===== config.mk =====
export PLATFORM = sky130hd
export DESIGN_NAME = hashed_block_buffer_cache_unit
export DESIGN_NICKNAME = d
export VERILOG_FILES = /design/src/design/hbbc_pkg.sv /design/src/design/hashed_block_buffer_cache_unit.sv
export SDC_FILE = /design/constraint.sdc
export NUM_CORES = 2
export LEC_CHECK = 0
export ABC_CLOCK_PERIOD_IN_PS = 26400
export BUFFER_PORTS_ARGS = -buffer_cell sky130_fd_sc_hd__buf_2
export CORE_ASPECT_RATIO = 0.8
export CORE_MARGIN = 1.5
export CORE_UTILIZATION = 40
export DETAILED_ROUTE_END_ITERATION = 12
export GPL_ROUTABILITY_DRIVEN = 0
export SYNTH_ARGS = -nofsm -noshare
export SYNTH_HDL_FRONTEND = slang
export SYNTH_SLANG_ARGS = --single-unit
export TNS_END_PERCENT = 10

===== constraint.sdc =====
create_clock -name clk -period 26.4 [get_ports clk]
set_clock_uncertainty 0.05 [all_clocks]
set_input_delay 2.64 -clock clk [delete_from_list [all_inputs] [get_ports clk]]
set_output_delay 2.64 -clock clk [all_outputs]
set_load 0.01 [all_outputs]

===== src/design/hbbc_pkg.sv =====
// Shared types and constants for the hashed block buffer cache.
// Operation and status codes, fixed field widths and the user count limit.
// No dependencies.
package hbbc_pkg;

  localparam int DEV_W     = 8;
  localparam int BLK_W     = 32;
  localparam int USER_W    = 8;

  localparam logic [USER_W-1:0] COUNT_MAX = 8'd255;

  typedef enum logic [1:0] {
    OP_GET     = 2'd0,
    OP_RELEASE = 2'd1,
    OP_PIN     = 2'd2,
    OP_UNPIN   = 2'd3
  } op_t;

  typedef enum logic [1:0] {
    ST_OK        = 2'd0,
    ST_NO_FREE   = 2'd1,
    ST_UNDERFLOW = 2'd2
  } status_t;

endpackage


===== src/design/hashed_block_buffer_cache_unit.sv =====
// Hashed block buffer cache: set-associative tag store with LRU and user counts; uses hbbc_pkg.
// A request passes through REDUCE, ESTIMATE and CORRECT, which reduce the set sum modulo SETS,
// then SCAN, which reads the set through the one memory read port, then a DECIDE step;
// a release that frees a buffer adds a RECENCY pass before the result is offered.
// One request at a time: a new request is accepted only after the previous result is taken.
// Reset (rst, synchronous) clears control state and written flags; unwritten entries read reset.
module hashed_block_buffer_cache_unit
  import hbbc_pkg::*;
#(
  parameter int SETS = 13,
  parameter int WAYS = 4
) (
  input  logic        clk,
  input  logic        rst,
  input  logic        s_tvalid,
  output logic        s_tready,
  input  logic [47:0] s_tdata,   // device[7:0], block_number[39:8], slot_way[41:40], zeros
  input  logic [1:0]  s_tuser,   // operation[1:0]
  output logic        m_tvalid,
  input  logic        m_tready,
  output logic [7:0]  m_tdata,   // hit[0], fill_needed[1], result_way[3:2], zeros
  output logic [1:0]  m_tuser    // status[1:0]
);

  localparam int WAY_W   = (WAYS > 1) ? $clog2(WAYS) : 1;
  localparam int SET_W   = (SETS > 1) ? $clog2(SETS) : 1;
  localparam int ENTRIES = SETS * WAYS;
  localparam int ADDR_W  = (ENTRIES > 1) ? $clog2(ENTRIES) : 1;
  localparam int CNT_W   = $clog2(WAYS + 1);
  localparam int CMP_W   = (CNT_W > 2) ? CNT_W : 2;

  // Byte weights 256^i mod SETS and the reciprocal that divides the folded sum exactly.
  localparam int SUM_C1  = 256 % SETS;
  localparam int SUM_C2  = 65536 % SETS;
  localparam int SUM_C3  = 16777216 % SETS;
  localparam int RED_K   = 16 + ((SETS > 1) ? $clog2(SETS) : 0);
  localparam int RED_M   = ((1 << RED_K) + SETS - 1) / SETS;
  localparam int MUL_W   = 40;

  typedef struct packed {
    logic [DEV_W-1:0]  dev;
    logic [BLK_W-1:0]  blk;
    logic              valid;
    logic [USER_W-1:0] count;
    logic [WAY_W-1:0]  rank;
  } entry_t;

  typedef enum logic [2:0] {
    IDLE,
    REDUCE,
    ESTIMATE,
    CORRECT,
    SCAN,
    DECIDE,
    RECENCY,
    RESP
  } state_t;

  state_t state;

  // Request registers
  op_t              op;
  logic [DEV_W-1:0] dev;
  logic [BLK_W-1:0] blk;
  logic [1:0]       slot;
  logic [BLK_W-1:0] sum;
  logic [SET_W-1:0] rem;
  logic [15:0]      fold, quot;
  logic [CNT_W-1:0] cnt;

  // Scan results
  logic             m_found, f_found;
  logic [WAY_W-1:0] m_way, f_way;
  entry_t           m_e, f_e, s_e;
  logic [WAY_W-1:0] old_rank;

  // Result registers
  status_t          status;
  logic             hit, fill_needed;
  logic [1:0]       result_way;

  // Memory and its per-entry written flags
  entry_t             mem [ENTRIES];
  logic [ENTRIES-1:0] written;
  entry_t             rd_raw;
  logic               rd_written, rd_pend;
  logic [WAY_W-1:0]   rd_way;
  logic               rd_en, wr_en;
  logic [ADDR_W-1:0]  rd_addr, wr_addr, base_addr;
  entry_t             wr_data, rd_e, rec_data;

  logic [15:0]      fold_next, rem_full;
  logic [MUL_W-1:0] prod;
  logic [WAY_W-1:0] slot_w;
  logic             slot_ok;

  // Decision
  logic             dec_wr;
  logic [WAY_W-1:0] dec_way;
  entry_t           dec_data;
  logic             dec_recency;
  status_t          dec_status;
  logic             dec_hit, dec_fill;
  logic [1:0]       dec_res_way;

  assign s_tready = (state == IDLE) && !rst;
  assign m_tvalid = (state == RESP) && !rst;
  assign m_tdata  = {4'b0, result_way, fill_needed, hit};
  assign m_tuser  = status;

  assign base_addr = ADDR_W'(rem) * ADDR_W'(WAYS);
  assign slot_w    = WAY_W'(slot);
  assign slot_ok   = CMP_W'(slot) < CMP_W'(WAYS);

  // The set sum is folded by bytes into a value below 2^16 with the same remainder; the
  // reciprocal multiplication then gives its exact quotient by SETS.
  assign fold_next = 16'(sum[7:0]) + 16'(sum[15:8]) * 16'(SUM_C1)
                   + 16'(sum[23:16]) * 16'(SUM_C2) + 16'(sum[31:24]) * 16'(SUM_C3);
  assign prod      = MUL_W'(fold) * MUL_W'(RED_M);
  assign rem_full  = fold - quot * 16'(SETS);

  // An entry never written reads as its reset value.
  always_comb begin
    if (rd_written) begin
      rd_e = rd_raw;
    end else begin
      rd_e       = '0;
      rd_e.rank  = rd_way;
    end
  end

  always_comb begin
    rec_data = rd_e;
    if (rd_way == slot_w) begin
      rec_data.rank = WAY_W'(WAYS - 1);
    end else if (rd_e.rank > old_rank) begin
      rec_data.rank = rd_e.rank - 1'b1;
    end
  end

  always_comb begin
    dec_wr      = 1'b0;
    dec_way     = slot_w;
    dec_data    = s_e;
    dec_recency = 1'b0;
    dec_status  = ST_OK;
    dec_hit     = 1'b0;
    dec_fill    = 1'b0;
    dec_res_way = slot;
    if (op == OP_GET) begin
      priority if (m_found) begin
        dec_hit     = 1'b1;
        dec_fill    = ~m_e.valid;
        dec_res_way = 2'(m_way);
        dec_wr      = 1'b1;
        dec_way     = m_way;
        dec_data    = m_e;
        dec_data.valid = 1'b1;
        if (m_e.count != COUNT_MAX) begin
          dec_data.count = m_e.count + 1'b1;
        end
      end else if (f_found) begin
        dec_fill    = 1'b1;
        dec_res_way = 2'(f_way);
        dec_wr      = 1'b1;
        dec_way     = f_way;
        dec_data.dev   = dev;
        dec_data.blk   = blk;
        dec_data.valid = 1'b1;
        dec_data.count = USER_W'(1);
        dec_data.rank  = f_e.rank;
      end else begin
        dec_status  = ST_NO_FREE;
        dec_res_way = 2'd0;
      end
    end else if (slot_ok) begin
      if (op == OP_PIN) begin
        dec_wr = 1'b1;
        if (s_e.count != COUNT_MAX) begin
          dec_data.count = s_e.count + 1'b1;
        end
      end else if (s_e.count == '0) begin
        dec_status = ST_UNDERFLOW;
      end else begin
        dec_wr         = 1'b1;
        dec_data.count = s_e.count - 1'b1;
        // A release that drops the last user makes the way most recent.
        dec_recency    = (op == OP_RELEASE) && (s_e.count == USER_W'(1));
      end
    end
  end

  always_comb begin
    rd_en   = ((state == SCAN) || (state == RECENCY)) && (cnt < CNT_W'(WAYS));
    rd_addr = base_addr + ADDR_W'(cnt);
    wr_en   = 1'b0;
    wr_addr = base_addr + ADDR_W'(dec_way);
    wr_data = dec_data;
    unique case (state)
      DECIDE: begin
        wr_en = dec_wr;
      end
      RECENCY: begin
        wr_en   = rd_pend;
        wr_addr = base_addr + ADDR_W'(rd_way);
        wr_data = rec_data;
      end
      default: begin
      end
    endcase
  end

  always_ff @(posedge clk) begin
    if (wr_en) begin
      mem[wr_addr] <= wr_data;
    end
    if (rd_en) begin
      rd_raw <= mem[rd_addr];
    end
  end

  always_ff @(posedge clk) begin
    if (rst) begin
      state   <= IDLE;
      written <= '0;
      rd_pend <= 1'b0;
    end else begin
      rd_pend <= rd_en;
      if (rd_en) begin
        rd_way     <= WAY_W'(cnt);
        rd_written <= written[rd_addr];
      end
      if (wr_en) begin
        written[wr_addr] <= 1'b1;
      end
      unique case (state)
        IDLE: begin
          if (s_tvalid) begin
            op      <= op_t'(s_tuser);
            dev     <= s_tdata[7:0];
            blk     <= s_tdata[39:8];
            slot    <= s_tdata[41:40];
            sum     <= s_tdata[39:8] + BLK_W'(s_tdata[7:0]);
            m_found <= 1'b0;
            f_found <= 1'b0;
            state   <= REDUCE;
          end
        end
        REDUCE: begin
          fold  <= fold_next;
          state <= ESTIMATE;
        end
        ESTIMATE: begin
          quot  <= prod[RED_K +: 16];
          state <= CORRECT;
        end
        CORRECT: begin
          rem   <= rem_full[SET_W-1:0];
          cnt   <= '0;
          state <= SCAN;
        end
        SCAN: begin
          if (rd_pend) begin
            // Latest matching tag wins; least recent free way is the victim.
            if (rd_e.dev == dev && rd_e.blk == blk && (!m_found || rd_e.rank > m_e.rank)) begin
              m_found <= 1'b1;
              m_way   <= rd_way;
              m_e     <= rd_e;
            end
            if (rd_e.count == '0 && (!f_found || rd_e.rank < f_e.rank)) begin
              f_found <= 1'b1;
              f_way   <= rd_way;
              f_e     <= rd_e;
            end
            if (rd_way == slot_w) begin
              s_e <= rd_e;
            end
          end
          if (cnt == CNT_W'(WAYS)) begin
            state <= DECIDE;
          end else begin
            cnt <= cnt + 1'b1;
          end
        end
        DECIDE: begin
          status      <= dec_status;
          hit         <= dec_hit;
          fill_needed <= dec_fill;
          result_way  <= dec_res_way;
          old_rank    <= s_e.rank;
          cnt         <= '0;
          state       <= dec_recency ? RECENCY : RESP;
        end
        RECENCY: begin
          if (cnt == CNT_W'(WAYS)) begin
            state <= RESP;
          end else begin
            cnt <= cnt + 1'b1;
          end
        end
        RESP: begin
          if (m_tready) begin
            state <= IDLE;
          end
        end
        default: begin
          state <= IDLE;
        end
      endcase
    end
  end

endmodule


==> flow_summary.yaml <==
clocking:
  cts_hold_buf: 0
  htreeDepth: 5
  cts_root_buffer: "clkbuf_16"
  post_cts_buffers: 0
  cts_buffer_depth: 4
  clock_latency_ns: 0.86
  cts_inserted_buffers: 288
  cts.sinks: 2980
  path_clk_slew_ns: 0.06
  post_cts_resized: 0
  cts_tree: "yes"
worst_setup_path:
  critPathLaunchType: "input port"
  cpPeakStageDelay_ns: 0.56
  r2r_cells: 9
  crit_required_ns: 23.71
  crit_path_top_delay_cell: "buf_4"
  crit_family: "buffers and inverters"
  critical_path.most_common_cell: "buf_2"
  r2r-start: "cnt[1]"
  crit_type: "input port to primary output"
  critical_path.cell_chain: "buf_2, buf_4, nor2_1, and2_1, buf_2"
  arrival_ns: 3.92
  critPathMaxFanout: 70
  r2r_end: "rd_raw[24]"
  reg2reg_slack_ns: 20.59
  cp-end-kind: "primary output"
  path_buf_inv: 3
floorplanning:
  dieArea_sq_um: 303500
  core_area_sq_um: 297900
  ioPinCount: 66
  rows: 179
  die_y_microns: 493.1
  initial_core_util_pct: 40.31
  die_w_microns: 615.6
sta:
  period_share_pct: 25.02
  hold_ws_ns: 0.4225
  fin_tns_setup_ns: 0
  slew_viol_final: 0
  fmax_ghz: 0.1514
  min_period_ns: 6.606
  grt_setup_unrepaired: "no"
  worst_slew_pin_slew_ns: 1.371
  slew_headroom_pct: 8.371
  hold_viol_final: 0
  setup_viol: 0
drt:
  num_vias: 60926
  wl_per_cell_microns: 33.03
  drcViolationCount: 0
  drt_iter0_markers: 9506
  vias_per_cell: 5.990
  ant_nets: 0
  first_pass_iters: 8
  routed_wl_microns: 336000
yosys:
  synth_seq_cells: 2980
  ys_async_sr_fraction_pct: 0
  synth_warnings: 0
  syn_inst: 5747
  synth_edf_count: 2924
  synth-seq-area-share_pct: 74.05
  ys.flop_type: "edfxtp_1"
  syn_area_sq_um: 120100
  avgSynthCellArea_sq_um: 20.90
  ys_types: 71
grt:
  grt-busiest-layer: "met2"
  met2_usage_pct: 33.34
  grt_util_all_layers_pct: 21.95
  first_global_vias: 60037
  met3_usage_pct: 4.268
  grt_start_max_net_pins: 122
  grt_pass1_wl_microns: 467300
  grt_antenna_before_repair: 19
  overflow: 0
  met1_usage_pct: 32.64
final_layout:
  fin_cells: 10171
  final_common_cell: "edfxtp_1"
  final_cell_mix: "2924 x edfxtp_1, 832 x mux4_2, 295 x clkbuf_16, 215 x inv_1, 174 x buf_4"
  drive_gt1_share_pct: 25.42
  areaGrowthSynthToFinish_pct: 12.72
  nets: 6246
place:
  port_buffers: 55
  hpwl_microns: 179200
  placed_cells: 9666
run_status:
  status: "finished, final reports clean"
min_path:
  hold_class: "flop to flop"
  worstHoldStart: "written[16]"
  whs_endpoint: "written[16]"
  holdPathStages: 2
pwr:
  power_density_nw_per_um2: 101.9
  ir_drop_mv: 0.3216
  p_leak_nw: 42.45
run:
  drv_cap: 0
## state kept, by name (all words and copies together), names as in the netlist, 3 cells and up
signal and flops:
s_e 51, m_e 51, rem 4, rd_raw 51, fold 13, blk 32
written 52, sum 32, cnt 3, mem 2652, quot 4, state 3
dev 8
## power by group
part	switching [mW]	total, mW	internal, mW
clock network	1.75	3.98	2.23
registers	0.0880	5.67	5.58
logic	2.32	4.15	1.83
total	4.15	13.8	9.64
## worst max path at each step
stage	from	endpoint	slack, ns	depth (start not counted)
floorplan	rst	m_e[0]	17.69	3
global placement	rst	s_tready	19.83	5
detailed placement	rst	s_tready	19.80	5
CTS	rst	s_tready	19.80	5
global route	rst	s_tready	19.69	5
finish	rst	s_tready	19.79	5
## stage by stage
stage / utilization, % / power (mW) / area, sq um / setup WS [ns]
floorplan: - / 8.799 / 120100 / 17.69
CTS: 45.44 / 13.91 / 135300 / 19.80
global placement: 42.49 / 9.909 / 126600 / 19.83
global route: 45.44 / 14.58 / 135400 / 19.69
finish: 45.44 / 13.79 / 135400 / 19.79
detailed placement: 42.49 / 9.924 / 126600 / 19.80
## tightest hold or removal path: cells and delay by family, from the launching register on
kind	cells	cell delay (ns)
buffers and inverters	1	0.04
DFF	1	0.31
AOI/OAI and AO/OA	1	0.07
## cells by family after synthesis
| kind of cell | after synthesis | share of synthesized area (%) |
|---|---|---|
| compound gates | 515 | 2.714 |
| xor+xnor | 88 | 0.6418 |
| fa+ha+maj | 218 | 2.759 |
| buf+inv | 517 | 1.779 |
| flops | 2980 | 74.05 |
| mux | 836 | 15.64 |
| other cells | 1 | 0.003123 |
| simple gates | 592 | 2.412 |
## routing by layer
layer  up-vias  share of wire (%)
met4         0                2.8
met5         -                  0
met2      3251                 45
li1      24174                  -
met3       465                 10
met1     33036                 42
## Yosys cell counts, drive strengths merged, types with 3 or more instances
master | instances | share of area [%]
edfxtp | 2924 | 73
mux2i | 3 | 0.025
o211ai | 6 | 0.038
xor2 | 35 | 0.26
nand3b | 16 | 0.10
nand2 | 128 | 0.41
nor4bb | 6 | 0.050
a21o | 11 | 0.069
nor2b | 49 | 0.26
and3 | 12 | 0.063
a21boi | 3 | 0.019
o21ai | 55 | 0.23
o221ai | 3 | 0.022
nand3 | 29 | 0.13
mux4 | 832 | 16
dfxtp | 56 | 0.93
nand2b | 14 | 0.073
a221oi | 45 | 0.33
and2 | 60 | 0.31
a21oi | 177 | 0.74
or2 | 12 | 0.063
nor3 | 18 | 0.075
inv | 217 | 0.68
o22ai | 117 | 0.65
and4 | 6 | 0.044
nor2 | 208 | 0.65
ha | 140 | 1.5
nor4 | 4 | 0.021
nand4 | 19 | 0.099
a211oi | 11 | 0.069
or4 | 5 | 0.031
buf | 137 | 0.59
a22o | 11 | 0.080
fa | 78 | 1.3
xnor2 | 53 | 0.39
clkbuf | 163 | 0.51
a31oi | 47 | 0.24
a2111oi | 3 | 0.027
a22oi | 9 | 0.056
## area by class of cell
class                      instances  area, sq um
antenna                            9        22.52
clock buffer                     372         7691
clock inverter                   124         1099
fill                           24876       162500
inverter                         217        817.0
multi-input combinational       2253        30150
sequential                      2980        88930
tap                             3982         4982
timing repair buffer             234         1682
Power figures use the tool's default switching activity.
